==> src/rtl/ahgs_pkg.sv <==
package ahgs_pkg;

    localparam int CP_W = 21;

    localparam logic [CP_W-1:0] SYL_BASE   = 21'd44032;
    localparam logic [CP_W-1:0] SYL_END    = 21'd55204;
    localparam logic [CP_W-1:0] ALEF_BASE  = 21'h000627;
    localparam logic [CP_W-1:0] LEAD_JAMO  = 21'h001100;
    localparam logic [CP_W-1:0] VOWEL_JAMO = 21'h001161;
    localparam logic [CP_W-1:0] TAIL_JAMO  = 21'h0011A7;
    localparam logic [12:0]     ARABIC_ROW = 13'h0006;
    localparam logic [5:0]      FORM_ROM_SIZE = 6'd37;

    localparam logic [13:0] T28_MUL = 14'd9363;
    localparam logic [11:0] T21_MUL = 12'd3121;

    typedef struct packed {
        logic [CP_W-1:0] codepoint;
        logic            prior;
        logic            after;
        logic            done;
    } job_t;

    typedef enum logic [1:0] {
        SLOT_LEAD,
        SLOT_VOWEL,
        SLOT_TAIL
    } slot_t;

    function automatic logic [15:0] form_rom(input logic [5:0] idx);
        logic [15:0] base;
        case (idx)
            6'd0:    base = 16'hFE8D;
            6'd1:    base = 16'hFE8F;
            6'd2:    base = 16'hFE93;
            6'd3:    base = 16'hFE95;
            6'd4:    base = 16'hFE99;
            6'd5:    base = 16'hFE9D;
            6'd6:    base = 16'hFEA1;
            6'd7:    base = 16'hFEA5;
            6'd8:    base = 16'hFEA9;
            6'd9:    base = 16'hFEAB;
            6'd10:   base = 16'hFEAD;
            6'd11:   base = 16'hFEAF;
            6'd12:   base = 16'hFEB1;
            6'd13:   base = 16'hFEB5;
            6'd14:   base = 16'hFEB9;
            6'd15:   base = 16'hFEBD;
            6'd16:   base = 16'hFEC1;
            6'd17:   base = 16'hFEC5;
            6'd18:   base = 16'hFEC9;
            6'd19:   base = 16'hFECD;
            6'd26:   base = 16'hFED1;
            6'd27:   base = 16'hFED5;
            6'd28:   base = 16'hFED9;
            6'd29:   base = 16'hFEDD;
            6'd30:   base = 16'hFEE1;
            6'd31:   base = 16'hFEE5;
            6'd32:   base = 16'hFEE9;
            6'd33:   base = 16'hFEED;
            6'd34:   base = 16'hFEEF;
            6'd35:   base = 16'hFEF1;
            6'd36:   base = 16'hFE81;
            default: base = 16'h0000;
        endcase
        return base;
    endfunction

    function automatic logic is_arabic(input logic [CP_W-1:0] cp);
        return cp[CP_W-1:8] == ARABIC_ROW;
    endfunction

endpackage

==> src/rtl/ahgs_in_if.sv <==
interface ahgs_in_if;
    import ahgs_pkg::*;

    logic            valid;
    logic            ready;
    logic [CP_W-1:0] codepoint;
    logic            string_end;

    modport source (output valid, output codepoint, output string_end, input ready);
    modport sink (input valid, input codepoint, input string_end, output ready);
endinterface

==> src/rtl/ahgs_out_if.sv <==
interface ahgs_out_if;
    import ahgs_pkg::*;

    logic            valid;
    logic            ready;
    logic [CP_W-1:0] glyph;
    logic            char_last;
    logic            string_done;
    logic            bad_letter;

    modport source (
        output valid, output glyph, output char_last, output string_done,
        output bad_letter, input ready
    );
    modport sink (
        input valid, input glyph, input char_last, input string_done,
        input bad_letter, output ready
    );
endinterface

==> src/rtl/ahgs_front.sv <==
module ahgs_front
    import ahgs_pkg::*;
(
    input  logic          clk,
    input  logic          rst_n,
    ahgs_in_if.sink       chars,
    input  logic          full,
    output logic          push,
    output job_t          push_job
);

    logic [CP_W-1:0] held_char_reg, held_char_next;
    logic            held_valid_reg, held_valid_next;
    logic            prev_arabic_reg, prev_arabic_next;
    logic            pend_valid_reg, pend_valid_next;
    job_t            pend_job_reg, pend_job_next;
    logic            accept;
    logic            cp_arabic;
    logic            held_arabic;

    assign chars.ready = !pend_valid_reg && !full;
    assign accept      = chars.valid && chars.ready;
    assign cp_arabic   = is_arabic(chars.codepoint);
    assign held_arabic = is_arabic(held_char_reg);

    always_comb
    begin
        held_char_next   = held_char_reg;
        held_valid_next  = held_valid_reg;
        prev_arabic_next = prev_arabic_reg;
        pend_valid_next  = pend_valid_reg;
        pend_job_next    = pend_job_reg;
        push             = 1'b0;
        push_job         = pend_job_reg;

        if (pend_valid_reg)
        begin
            if (!full)
            begin
                push            = 1'b1;
                pend_valid_next = 1'b0;
            end
        end
        else if (accept)
        begin
            if (held_valid_reg)
            begin
                push               = 1'b1;
                push_job.codepoint = held_char_reg;
                push_job.prior     = prev_arabic_reg;
                push_job.after     = cp_arabic;
                push_job.done      = 1'b0;
                if (chars.string_end)
                begin
                    pend_valid_next         = 1'b1;
                    pend_job_next.codepoint = chars.codepoint;
                    pend_job_next.prior     = held_arabic;
                    pend_job_next.after     = 1'b0;
                    pend_job_next.done      = 1'b1;
                    held_valid_next         = 1'b0;
                    held_char_next          = '0;
                    prev_arabic_next        = 1'b0;
                end
                else
                begin
                    held_char_next   = chars.codepoint;
                    prev_arabic_next = held_arabic;
                end
            end
            else if (chars.string_end)
            begin
                push               = 1'b1;
                push_job.codepoint = chars.codepoint;
                push_job.prior     = prev_arabic_reg;
                push_job.after     = 1'b0;
                push_job.done      = 1'b1;
                prev_arabic_next   = 1'b0;
            end
            else
            begin
                held_char_next  = chars.codepoint;
                held_valid_next = 1'b1;
            end
        end
    end

    always_ff @(posedge clk or negedge rst_n)
    begin
        if (!rst_n)
        begin
            held_char_reg   <= '0;
            held_valid_reg  <= 1'b0;
            prev_arabic_reg <= 1'b0;
            pend_valid_reg  <= 1'b0;
        end
        else
        begin
            held_char_reg   <= held_char_next;
            held_valid_reg  <= held_valid_next;
            prev_arabic_reg <= prev_arabic_next;
            pend_valid_reg  <= pend_valid_next;
        end
    end

    always_ff @(posedge clk)
    begin
        pend_job_reg <= pend_job_next;
    end

endmodule

==> src/rtl/ahgs_queue.sv <==
module ahgs_queue
    import ahgs_pkg::*;
#(
    parameter int DEPTH = 4
)
(
    input  logic clk,
    input  logic rst_n,
    input  logic push,
    input  job_t push_job,
    output logic full,
    input  logic pop,
    output logic q_valid,
    output job_t q_job
);

    localparam int PTR_W = (DEPTH > 1) ? $clog2(DEPTH) : 1;
    localparam int CNT_W = $clog2(DEPTH + 1);
    localparam logic [PTR_W-1:0] LAST_PTR = PTR_W'(DEPTH - 1);
    localparam logic [CNT_W-1:0] FULL_CNT = CNT_W'(DEPTH);

    job_t             mem [DEPTH];
    logic [PTR_W-1:0] wr_ptr_reg, wr_ptr_next;
    logic [PTR_W-1:0] rd_ptr_reg, rd_ptr_next;
    logic [CNT_W-1:0] count_reg, count_next;
    logic             do_push;
    logic             do_pop;

    assign full    = count_reg == FULL_CNT;
    assign q_valid = count_reg != '0;
    assign q_job   = mem[rd_ptr_reg];
    assign do_push = push && !full;
    assign do_pop  = pop && q_valid;

    always_comb
    begin
        wr_ptr_next = wr_ptr_reg;
        rd_ptr_next = rd_ptr_reg;
        count_next  = count_reg;
        if (do_push)
        begin
            wr_ptr_next = (wr_ptr_reg == LAST_PTR) ? '0 : wr_ptr_reg + 1'b1;
        end
        if (do_pop)
        begin
            rd_ptr_next = (rd_ptr_reg == LAST_PTR) ? '0 : rd_ptr_reg + 1'b1;
        end
        if (do_push && !do_pop)
        begin
            count_next = count_reg + 1'b1;
        end
        else if (do_pop && !do_push)
        begin
            count_next = count_reg - 1'b1;
        end
    end

    always_ff @(posedge clk or negedge rst_n)
    begin
        if (!rst_n)
        begin
            wr_ptr_reg <= '0;
            rd_ptr_reg <= '0;
            count_reg  <= '0;
        end
        else
        begin
            wr_ptr_reg <= wr_ptr_next;
            rd_ptr_reg <= rd_ptr_next;
            count_reg  <= count_next;
        end
    end

    always_ff @(posedge clk)
    begin
        if (do_push)
        begin
            mem[wr_ptr_reg] <= push_job;
        end
    end

endmodule

==> src/rtl/ahgs_back.sv <==
module ahgs_back
    import ahgs_pkg::*;
(
    input  logic          clk,
    input  logic          rst_n,
    input  logic          q_valid,
    input  job_t          q_job,
    output logic          pop,
    ahgs_out_if.source    glyphs
);

    // classify and first reciprocal multiply
    logic            s1_valid_reg;
    logic            s1_hangul_reg;
    logic [13:0]     s1_s_reg;
    logic [8:0]      s1_t28_reg;
    logic [CP_W-1:0] s1_other_reg;
    logic            s1_bad_reg;
    logic            s1_done_reg;

    // jamo split, glyph sequencing
    logic            s2_valid_reg;
    logic            s2_hangul_reg;
    logic [8:0]      s2_t28_reg;
    logic [4:0]      s2_lead_reg;
    logic [4:0]      s2_tail_reg;
    logic [CP_W-1:0] s2_other_reg;
    logic            s2_bad_reg;
    logic            s2_done_reg;
    slot_t           slot_reg, slot_next;

    logic            out_valid_reg;
    logic [CP_W-1:0] out_glyph_reg;
    logic            out_last_reg;
    logic            out_done_reg;
    logic            out_bad_reg;

    logic            take;
    logic            s1_adv;
    logic            s2_free;
    logic            out_load;
    logic            emit;

    logic            c_hangul;
    logic [CP_W-1:0] c_s_full;
    logic [13:0]     c_s;
    logic [27:0]     c_t28_prod;
    logic            c_arabic;
    logic [CP_W-1:0] c_off_full;
    logic            c_in_rom;
    logic [15:0]     c_base;
    logic            c_bad;
    logic [15:0]     c_form;
    logic [CP_W-1:0] c_other;

    logic [20:0]     d_lead_prod;
    logic [13:0]     d_mul28;
    logic [13:0]     d_tail_full;

    logic [8:0]      e_lead21;
    logic [8:0]      e_vowel_full;
    logic            e_last;
    logic [CP_W-1:0] e_glyph;

    assign out_load = !out_valid_reg || glyphs.ready;
    assign emit     = s2_valid_reg && out_load;
    assign s2_free  = emit && e_last;
    assign s1_adv   = s1_valid_reg && (!s2_valid_reg || s2_free);
    assign take     = q_valid && (!s1_valid_reg || s1_adv);
    assign pop      = take;

    always_comb
    begin
        c_hangul   = (q_job.codepoint >= SYL_BASE) && (q_job.codepoint < SYL_END);
        c_s_full   = q_job.codepoint - SYL_BASE;
        c_s        = c_s_full[13:0];
        c_t28_prod = 28'(c_s) * 28'(T28_MUL);
        c_arabic   = is_arabic(q_job.codepoint);
        c_off_full = q_job.codepoint - ALEF_BASE;
        c_in_rom   = c_arabic && (q_job.codepoint >= ALEF_BASE)
                     && (c_off_full < CP_W'(FORM_ROM_SIZE));
        c_base     = form_rom(c_off_full[5:0]);
        c_bad      = c_arabic && (!c_in_rom || c_base == '0);
        c_form     = c_base + {14'd0, q_job.after, q_job.prior};
        c_other    = (c_arabic && !c_bad) ? CP_W'(c_form) : q_job.codepoint;
    end

    always_comb
    begin
        d_lead_prod = 21'(s1_t28_reg) * 21'(T21_MUL);
        d_mul28     = 14'({s1_t28_reg, 4'd0}) + 14'({s1_t28_reg, 3'd0})
                      + 14'({s1_t28_reg, 2'd0});
        d_tail_full = s1_s_reg - d_mul28;
    end

    always_comb
    begin
        e_lead21     = 9'({s2_lead_reg, 4'd0}) + 9'({s2_lead_reg, 2'd0})
                       + 9'(s2_lead_reg);
        e_vowel_full = s2_t28_reg - e_lead21;
        slot_next    = slot_reg;
        case (slot_reg)
            SLOT_LEAD:
            begin
                e_glyph   = LEAD_JAMO + CP_W'(s2_lead_reg);
                e_last    = !s2_hangul_reg;
                slot_next = SLOT_VOWEL;
            end
            SLOT_VOWEL:
            begin
                e_glyph   = VOWEL_JAMO + CP_W'(e_vowel_full[4:0]);
                e_last    = s2_tail_reg == '0;
                slot_next = SLOT_TAIL;
            end
            SLOT_TAIL:
            begin
                e_glyph   = TAIL_JAMO + CP_W'(s2_tail_reg);
                e_last    = 1'b1;
                slot_next = SLOT_LEAD;
            end
            default:
            begin
                e_glyph   = s2_other_reg;
                e_last    = 1'b1;
                slot_next = SLOT_LEAD;
            end
        endcase
        if (!s2_hangul_reg)
        begin
            e_glyph = s2_other_reg;
        end
        if (e_last)
        begin
            slot_next = SLOT_LEAD;
        end
    end

    always_ff @(posedge clk or negedge rst_n)
    begin
        if (!rst_n)
        begin
            s1_valid_reg  <= 1'b0;
            s2_valid_reg  <= 1'b0;
            slot_reg      <= SLOT_LEAD;
            out_valid_reg <= 1'b0;
        end
        else
        begin
            if (take)
            begin
                s1_valid_reg <= 1'b1;
            end
            else if (s1_adv)
            begin
                s1_valid_reg <= 1'b0;
            end
            if (s1_adv)
            begin
                s2_valid_reg <= 1'b1;
            end
            else if (s2_free)
            begin
                s2_valid_reg <= 1'b0;
            end
            if (emit)
            begin
                slot_reg <= slot_next;
            end
            if (out_load)
            begin
                out_valid_reg <= emit;
            end
        end
    end

    always_ff @(posedge clk)
    begin
        if (take)
        begin
            s1_hangul_reg <= c_hangul;
            s1_s_reg      <= c_s;
            s1_t28_reg    <= c_t28_prod[26:18];
            s1_other_reg  <= c_other;
            s1_bad_reg    <= c_bad;
            s1_done_reg   <= q_job.done;
        end
        if (s1_adv)
        begin
            s2_hangul_reg <= s1_hangul_reg;
            s2_t28_reg    <= s1_t28_reg;
            s2_lead_reg   <= d_lead_prod[20:16];
            s2_tail_reg   <= d_tail_full[4:0];
            s2_other_reg  <= s1_other_reg;
            s2_bad_reg    <= s1_bad_reg;
            s2_done_reg   <= s1_done_reg;
        end
        if (emit)
        begin
            out_glyph_reg <= e_glyph;
            out_last_reg  <= e_last;
            out_done_reg  <= e_last && s2_done_reg;
            out_bad_reg   <= !s2_hangul_reg && s2_bad_reg;
        end
    end

    assign glyphs.valid       = out_valid_reg;
    assign glyphs.glyph       = out_glyph_reg;
    assign glyphs.char_last   = out_last_reg;
    assign glyphs.string_done = out_done_reg;
    assign glyphs.bad_letter  = out_bad_reg;

endmodule

==> src/rtl/arabic_hangul_glyph_shaper.sv <==
// Path: a released character passes the queue, s1, s2 and the output register; a
//   character is released when the next one arrives or at string end.
// Throughput: one glyph per cycle from the output register while glyphs.ready holds;
//   a Hangul syllable gives 2 or 3 glyphs, others 1; a string end that flushes a held
//   character stalls input while the single queue push port takes the second job.
// Reset: asynchronous, active low; clears the held character, queue and pipeline.
module arabic_hangul_glyph_shaper
    import ahgs_pkg::*;
#(
    parameter int QUEUE_DEPTH = 4
)
(
    input  logic       clk,
    input  logic       rst_n,
    ahgs_in_if.sink    chars,
    ahgs_out_if.source glyphs
);

    logic push;
    job_t push_job;
    logic full;
    logic pop;
    logic q_valid;
    job_t q_job;

    ahgs_front u_front (
        .clk      (clk),
        .rst_n    (rst_n),
        .chars    (chars),
        .full     (full),
        .push     (push),
        .push_job (push_job)
    );

    ahgs_queue #(
        .DEPTH (QUEUE_DEPTH)
    ) u_queue (
        .clk      (clk),
        .rst_n    (rst_n),
        .push     (push),
        .push_job (push_job),
        .full     (full),
        .pop      (pop),
        .q_valid  (q_valid),
        .q_job    (q_job)
    );

    ahgs_back u_back (
        .clk     (clk),
        .rst_n   (rst_n),
        .q_valid (q_valid),
        .q_job   (q_job),
        .pop     (pop),
        .glyphs  (glyphs)
    );

`ifndef NO_ASSERTIONS
    assert property (@(posedge clk) disable iff (!rst_n) push |-> !full)
        else $error("job pushed into a full queue");

    assert property (@(posedge clk) disable iff (!rst_n) pop |-> q_valid)
        else $error("job popped from an empty queue");

    assert property (@(posedge clk) disable iff (!rst_n)
        (glyphs.valid && glyphs.string_done) |-> glyphs.char_last)
        else $error("string closed before its last character ended");

    assert property (@(posedge clk) disable iff (!rst_n)
        (glyphs.valid && glyphs.bad_letter) |-> glyphs.char_last)
        else $error("bad letter flagged inside a multi-glyph character");
`endif

endmodule
==> src/flat_wrapper.sv <==
// flat-port wrapper written by rule: the top's interface ports become plain ports
module arabic_hangul_glyph_shaper_flat import ahgs_pkg::*;
#(
    parameter int QUEUE_DEPTH = 4
)
  (clk, rst_n, chars_valid, chars_codepoint, chars_string_end, chars_ready, glyphs_valid, glyphs_glyph, glyphs_char_last, glyphs_string_done, glyphs_bad_letter, glyphs_ready);
  ahgs_in_if chars_i ();
  ahgs_out_if glyphs_i ();
  input  logic clk;
  input  logic rst_n;
  input wire logic [$bits(chars_i.valid)-1:0] chars_valid;
  input wire logic [$bits(chars_i.codepoint)-1:0] chars_codepoint;
  input wire logic [$bits(chars_i.string_end)-1:0] chars_string_end;
  output wire logic [$bits(chars_i.ready)-1:0] chars_ready;
  output wire logic [$bits(glyphs_i.valid)-1:0] glyphs_valid;
  output wire logic [$bits(glyphs_i.glyph)-1:0] glyphs_glyph;
  output wire logic [$bits(glyphs_i.char_last)-1:0] glyphs_char_last;
  output wire logic [$bits(glyphs_i.string_done)-1:0] glyphs_string_done;
  output wire logic [$bits(glyphs_i.bad_letter)-1:0] glyphs_bad_letter;
  input wire logic [$bits(glyphs_i.ready)-1:0] glyphs_ready;
  assign chars_i.valid = chars_valid;
  assign chars_i.codepoint = chars_codepoint;
  assign chars_i.string_end = chars_string_end;
  assign chars_ready = chars_i.ready;
  assign glyphs_valid = glyphs_i.valid;
  assign glyphs_glyph = glyphs_i.glyph;
  assign glyphs_char_last = glyphs_i.char_last;
  assign glyphs_string_done = glyphs_i.string_done;
  assign glyphs_bad_letter = glyphs_i.bad_letter;
  assign glyphs_i.ready = glyphs_ready;
  arabic_hangul_glyph_shaper #(.QUEUE_DEPTH(QUEUE_DEPTH)) u_core (.clk(clk), .rst_n(rst_n), .chars(chars_i), .glyphs(glyphs_i));
endmodule
==> config.mk <==
export PLATFORM = sky130hd
export DESIGN_NAME = arabic_hangul_glyph_shaper_flat
export DESIGN_NICKNAME = d
export VERILOG_FILES = /design/src/rtl/ahgs_pkg.sv /design/src/rtl/ahgs_in_if.sv /design/src/rtl/ahgs_out_if.sv /design/src/rtl/ahgs_front.sv /design/src/rtl/ahgs_queue.sv /design/src/rtl/ahgs_back.sv /design/src/rtl/arabic_hangul_glyph_shaper.sv /design/src/flat_wrapper.sv
export SDC_FILE = /design/constraint.sdc
export NUM_CORES = 1
export LEC_CHECK = 0
export BUFFER_PORTS_ARGS = -buffer_cell sky130_fd_sc_hd__buf_2
export CAP_MARGIN = 20
export CORE_ASPECT_RATIO = 1.75
export CORE_MARGIN = 3
export CORE_UTILIZATION = 65
export CTS_BUF_LIST = sky130_fd_sc_hd__clkbuf_8
export DETAILED_ROUTE_END_ITERATION = 10
export HOLD_SLACK_MARGIN = 0.03
export PLACE_DENSITY = 0.85
export SYNTH_ARGS = -nofsm -noshare
export SYNTH_HDL_FRONTEND = slang
export SYNTH_SLANG_ARGS = --single-unit
==> constraint.sdc <==
create_clock -name clk -period 8.2 [get_ports clk]
set_input_delay 1.64 -clock clk [delete_from_list [all_inputs] [get_ports clk]]
set_output_delay 1.64 -clock clk [all_outputs]
set_load 0.005 [all_outputs]
==> flow_summary.yaml, run 1 <==
logic_synthesis:
  synth-edff-count: 219
  synth_area_leaders: "edfxtp_1 (44%), ha_1 (14%), dfrtp_1 (6.0%), fa_1 (5.5%), inv_1 (3.5%)"
  ys_warn_count: 0
  synth.net_count: 1388
  syn_avg_cell_area_um2: 12.9
  yosys_most_used_dff: "edfxtp_1"
  ys_seq_area_frac: 0.502
  yosysTopAreaCell: "edfxtp_1"
  syn_area_mm2: 0.0149
  ys_top_cells_by_count: "edfxtp_1 (219), ha_1 (167), inv_1 (139)"
  synth_top_cell_area_share: 0.441
  yosys.cell_types.count: 80
  synth-async-reset-ratio: 0.141
  ys_ff_latch: 255
  synth_most_common_cell: "edfxtp_1"
  synthCells: 1154
global_route:
  grt_pass1_wl_um: 49200
  grt_pass1_vias: 9799
  grt_usage: 0.252
  grt_max_degree: 48
  grt_overflow: 0
  antenna_found_initial: 0
floorplan:
  core_area_mm2: 0.0223
  io_pins: 52
  floorplan.initialDensity: 0.667
  die_w_um: 120
  rows: 72
  fp.dieArea_mm2: 0.0249
  dieHeight_um: 206
finish:
  nNetsFinal: 1453
  drive_gt1_frac: 0.133
  n_antenna_cell: 0
  largest_reg_flops: 96
  stdcell_area_mm2: 0.0162
  area_growth_pct: 8.71
  final_cells: 1541
detailed_routing:
  vias: 9305
  via_per_inst: 6.04
  wl_per_cell_um: 19.8
  routed_wl_um: 30500
  first_iter_violations: 467
  drc: 0
  first_pass_iters: 5
  final_antenna_net_count: 0
timing:
  fin_tns_setup_ns: 0
  setup_viol: 0
  slew_headroom: 0.283
  tightest_slew_ns: 1.08
  slew_viol_final: 0
  post-route-min-period_ns: 7.32
  final_hold_viol_count: 0
  timing.final.ws_setup_ns: 0.884
  clock_skew_ns: 0.0212
  rsz0062_at_grt: "no"
  fmax_mhz: 137
  period_share: 0.892
setup_path:
  arrival_ns: 7.59
  critPathKind: "flip-flop to flip-flop"
  end_kind: "flip-flop"
  worstSetupStartpointType: "flip-flop"
  crit_fanout: 11
  critPathRequiredTime_ns: 8.47
run_status:
  status: "finished, final reports clean"
cts:
  holdBufCountCts: 0
  cts_tree: "done"
  clkLatencyLatePin_ns: 0.53
  cts_sinks: 255
  root_buffer: "clkbuf_8"
  cts_buffers: 36
  clk_pin_slew_ns: 0.07
  post_cts_resized: 0
  post_cts_buffers: 0
  h-tree-depth: 2
  clockBufferDepth: 3
hold_path:
  worstHoldPathType: "flip-flop to flip-flop"
placed_design:
  dp_slack_ns: 0.932
  place_area_mm2: 0.0155
  hpwlAfterDp_um: 23200
  port-buffer-count: 51
  dp_cells: 1477
  gp_congestion: 0.987
flow_run:
  max_cap_violations: 0
final cells by class:
class	count	area, um^2
sequential	255	7480
multi-input combinational	724	6750
fill	1502	6130
clock buffer	39	537
inverter	140	526
tap	296	370
timing repair buffer	62	358
clock inverter	25	189
cell usage in the layout, fill, tap and decap left out, types with 5 or more instances in the layout:
master and count:
clkinv_1 7, edfxtp_1 219, a21oi_1 36, xor2_1 15
inv_1 150, nand3_1 9, mux2_2 8, mux4_2 20
o21a_1 6, a21o_1 10, nor3_1 10, or2_2 5
and2_1 8, fa_1 41, nor2_1 46, nor2b_1 36
a22o_1 22, a31oi_1 26, a22oi_1 23, nand2_1 33
dfrtp_1 36, xnor2_1 37, o22ai_1 8, ha_1 167
clkbuf_8 39, mux2i_1 5, nand3b_1 5, nand2b_1 8
buf_2 51, o21ai_0 45, nand4_1 7, buf_4 10
critical path, stage by stage, from the launching register on:
cell and delay [ns]:
dfrtp_1 0.74, mux2_2 0.42, o21a_1 0.27, ha_1 0.25, xnor2_1 0.43, ha_1 0.33
ha_1 0.31, inv_1 0.06, fa_1 0.53, inv_1 0.05, fa_1 0.49, inv_1 0.05
fa_1 0.50, inv_1 0.04, ha_1 0.30, a21oi_1 0.17, o22ai_1 0.10, o211a_1 0.22
a2111oi_0 0.73, o311ai_0 0.37, a21oi_1 0.31, o21bai_1 0.13, a21oi_1 0.19, xnor2_1 0.08
metal layers:
layer / share of wire / GRT usage / up-vias
li1: - / - / 4361
met1: 0.34 / 0.266 / 4529
met2: 0.57 / 0.490 / 334
met3: 0.044 / 0.0326 / 81
met4: 0.045 / 0.115 / 0
met5: 0 / 0 / -
through the flow:
step,util,hold WS (ns)
after floorplan,-,0.400
after global placement,0.692,0.402
after detailed placement,0.693,0.405
after CTS,0.725,0.421
after global routing,0.725,0.426
final,0.725,0.420
final timing paths:
check                                                          endpoint                                     start  cells past startpoint  slack (ns)
setup / recovery                  u_core.u_back.s1_t28_reg[8]$_DFFE_PP_  u_core.u_queue.rd_ptr_reg[0]$_DFFE_PN0P_                     23        0.88
hold / removal                  u_core.u_back.s2_other_reg[7]$_DFFE_PP_   u_core.u_back.s1_other_reg[7]$_DFFE_PP_                      0        0.42
setup reg to reg                  u_core.u_back.s1_t28_reg[8]$_DFFE_PP_  u_core.u_queue.rd_ptr_reg[0]$_DFFE_PN0P_                     23        0.88
hold reg to reg                 u_core.u_back.s2_other_reg[7]$_DFFE_PP_   u_core.u_back.s1_other_reg[7]$_DFFE_PP_                      0        0.42
max in group asynchronous      u_core.u_queue.wr_ptr_reg[1]$_DFFE_PN0P_                                     rst_n                      1        6.34
min in group asynchronous  u_core.u_front.held_char_reg[16]$_DFFE_PN0P_                                     rst_n                      1        1.27
logic make-up (layout without fill, tap and decap cells):
kind of cell,Yosys count,count (layout),synth area share
flip-flops,255,255,0.502
AO/OA/AOI/OAI,222,222,0.102
adder cells (fa/ha/maj),209,209,0.196
AND/OR/NAND/NOR,200,200,0.0726
buffers and inverters,175,266,0.0469
XOR/XNOR,54,54,0.0335
multiplexers,39,39,0.0472
Power of run 1 is not shown: default switching activity piles up to over one toggle a cycle in this logic, so the estimate is an artifact.
==> run 2: changes to the inputs <==
--- a/config.mk
+++ b/config.mk
@@ -5,6 +5,7 @@
 export SDC_FILE = /design/constraint.sdc
 export NUM_CORES = 1
 export LEC_CHECK = 0
+export ABC_AREA = 1
 export BUFFER_PORTS_ARGS = -buffer_cell sky130_fd_sc_hd__buf_2
 export CAP_MARGIN = 20
 export CORE_ASPECT_RATIO = 1.75
==> flow_summary.yaml, run 2 <==
run_status:
  status: "finished, final reports clean"
detailed_routing:
  final_antenna_net_count: 0
  vias: 11700
  via_per_inst: 5.79
  first_pass_iters: 5
  wl_per_cell_um: 18.4
  first_iter_violations: 645
  drc: 0
  routed_wl_um: 37100
cts:
  cts_tree: "done"
  h-tree-depth: 2
  clk_pin_slew_ns: 0.07
  clockBufferDepth: 3
  cts_sinks: 255
  holdBufCountCts: 0
  post_cts_resized: 0
  cts_buffers: 35
  post_cts_buffers: 0
  root_buffer: "clkbuf_8"
  clkLatencyLatePin_ns: 0.57
finish:
  nNetsFinal: 1918
  final_cells: 2013
  final_common_cell: "nand2_1"
  seq_area_mm2: 0.00748
  drive_gt1_frac: 0.0965
  fillerInstances: 1659
  largest_reg_flops: 96
  stdcell_area_mm2: 0.0171
  multi_input_area_mm2: 0.00717
  mostFrequentLayoutCells: "nand2_1 (343), inv_1 (267), edfxtp_1 (219), ha_1 (167), nand3_1 (104)"
  n_antenna_cell: 0
  area_growth_pct: 8.11
setup_path:
  rr_startpoint: "u_core.u_queue.rd_ptr_reg[1]$_DFFE_PN0P_"
  cp_common_cell: "inv_1"
  critPathKind: "flip-flop to flip-flop"
  critPathRequiredTime_ns: 8.51
  end_kind: "flip-flop"
  worstSetupStartpointType: "flip-flop"
  reg2regPathDepth: 25
  reg2reg_to: "u_core.u_back.s1_t28_reg[4]$_DFFE_PP_"
  reg2reg_slack_ns: 1.85
  crit_fanout: 29
  cpPeakStageDelay_ns: 0.55
  crit_slowest_cell: "xnor2_1"
  arrival_ns: 6.67
timing:
  fin_tns_setup_ns: 0
  clock_skew_ns: 0.0539
  tightest_slew_ns: 1.05
  timing.final.ws_setup_ns: 1.85
  slew_headroom: 0.295
  rsz0062_at_grt: "no"
  fmax_mhz: 157
  final_hold_viol_count: 0
  slew_viol_final: 0
  post-route-min-period_ns: 6.35
  period_share: 0.775
  setup_viol: 0
logic_synthesis:
  synth-edff-count: 219
  syn_avg_cell_area_um2: 9.80
  syn_area_mm2: 0.0158
  synth-async-reset-ratio: 0.141
  synth_area_leaders: "edfxtp_1 (42%), ha_1 (13%), nand2_1 (8.1%), inv_1 (6.1%), dfrtp_1 (5.7%)"
  synth.net_count: 1849
  ys_warn_count: 0
  ys_top_cells_by_count: "nand2_1 (343), inv_1 (259), edfxtp_1 (219)"
  synth_most_common_cell: "nand2_1"
  yosys.cell_types.count: 52
  synthCells: 1615
  ys_ff_latch: 255
  yosysTopAreaCell: "edfxtp_1"
  synth_top_cell_area_share: 0.415
  ys_seq_area_frac: 0.472
  yosys_most_used_dff: "edfxtp_1"
global_route:
  grt_overflow: 0
  grt_max_degree: 54
  grt_util_met3: 0.0418
  grt_pass1_vias: 12100
  top_usage_layer: "met2"
  grt_pass1_wl_um: 58800
  antenna_found_initial: 0
  grt_use_met2: 0.564
  grt_util_met1: 0.277
  grt_usage: 0.292
floorplan:
  die_w_um: 124
  rows: 74
  floorplan.initialDensity: 0.670
  io_pins: 52
  core_area_mm2: 0.0236
  dieHeight_um: 212
  fp.dieArea_mm2: 0.0263
hold_path:
  min-delay-start: "u_core.u_back.s1_other_reg[6]$_DFFE_PP_"
  worstHoldPathType: "flip-flop to flip-flop"
  holdPathStages: 0
  min_to: "u_core.u_back.s2_other_reg[6]$_DFFE_PP_"
placed_design:
  dp_slack_ns: 1.93
  dp_cells: 1951
  place_area_mm2: 0.0164
  port-buffer-count: 51
  hpwlAfterDp_um: 28500
  gp_congestion: 1.02
flow_run:
  max_cap_violations: 0
## run 2: changes by cell type after synthesis, moves of 26 or more
cell / delta
nand2_1: +310
nand3_1: +95
xnor2_1: -26
inv_1: +120
nor2_1: +57
nor2b_1: -37
## run 2: logic make-up after synthesis
logic type / synth area share
fa+ha+maj: 0.184
simple gates: 0.170
xor+xnor: 0.0249
compound gates: 0.0715
mux: 0.00142
flops: 0.472
buf+inv: 0.0760
## run 2: metal layers
metal  vias to the layer above  part of all wire
met5                         -                 0
met4                         0             0.074
met3                       176             0.042
met2                       454              0.56
met1                      5461              0.32
li1                       5560                 -
## run 2: worst max path at each step
stage | to | slack (ns) | startpoint
2_1_floorplan | u_core.u_back.s1_t28_reg[4]$_DFFE_PP_ | 2.64 | u_core.u_queue.rd_ptr_reg[0]$_DFFE_PN0P_
3_3_place_gp | u_core.u_back.s1_t28_reg[4]$_DFFE_PP_ | 2.11 | u_core.u_queue.rd_ptr_reg[1]$_DFFE_PN0P_
3_5_place_dp | u_core.u_back.s1_t28_reg[4]$_DFFE_PP_ | 1.93 | u_core.u_queue.rd_ptr_reg[1]$_DFFE_PN0P_
4_1_cts | u_core.u_back.s1_t28_reg[4]$_DFFE_PP_ | 1.92 | u_core.u_queue.rd_ptr_reg[1]$_DFFE_PN0P_
5_1_grt | u_core.u_back.s1_t28_reg[4]$_DFFE_PP_ | 1.50 | u_core.u_queue.rd_ptr_reg[1]$_DFFE_PN0P_
6_report | u_core.u_back.s1_t28_reg[4]$_DFFE_PP_ | 1.85 | u_core.u_queue.rd_ptr_reg[1]$_DFFE_PN0P_
## run 2: worst max-delay path, delay by kind of cell, from the launching register on
| family | cells | cell delay (ns) |
|---|---|---|
| adders and majority gates | 7 | 2.74 |
| AOI/OAI and AO/OA | 4 | 0.71 |
| DFF | 1 | 0.39 |
| buffers and inverters | 7 | 0.97 |
| and+or+nand+nor | 5 | 0.58 |
| xor gates and xnor gates | 2 | 0.70 |
## run 2: area by class of cell
cell class | count | share of cell area
clock buffers | 38 | 0.0306
inverters | 270 | 0.0594
clock inverters | 24 | 0.0126
flip-flops and latches | 255 | 0.437
repair buffers | 61 | 0.0193
well taps | 304 | 0.0222
multi-input cells | 1061 | 0.419
## run 2: metrics by stage
step / hold slack (ns) / util
after floorplan: 0.400 / -
after global placement: 0.402 / 0.693
after detailed placement: 0.405 / 0.693
after CTS: 0.416 / 0.725
after global routing: 0.432 / 0.725
final: 0.420 / 0.725
Power of run 2 is left out for the same reason.
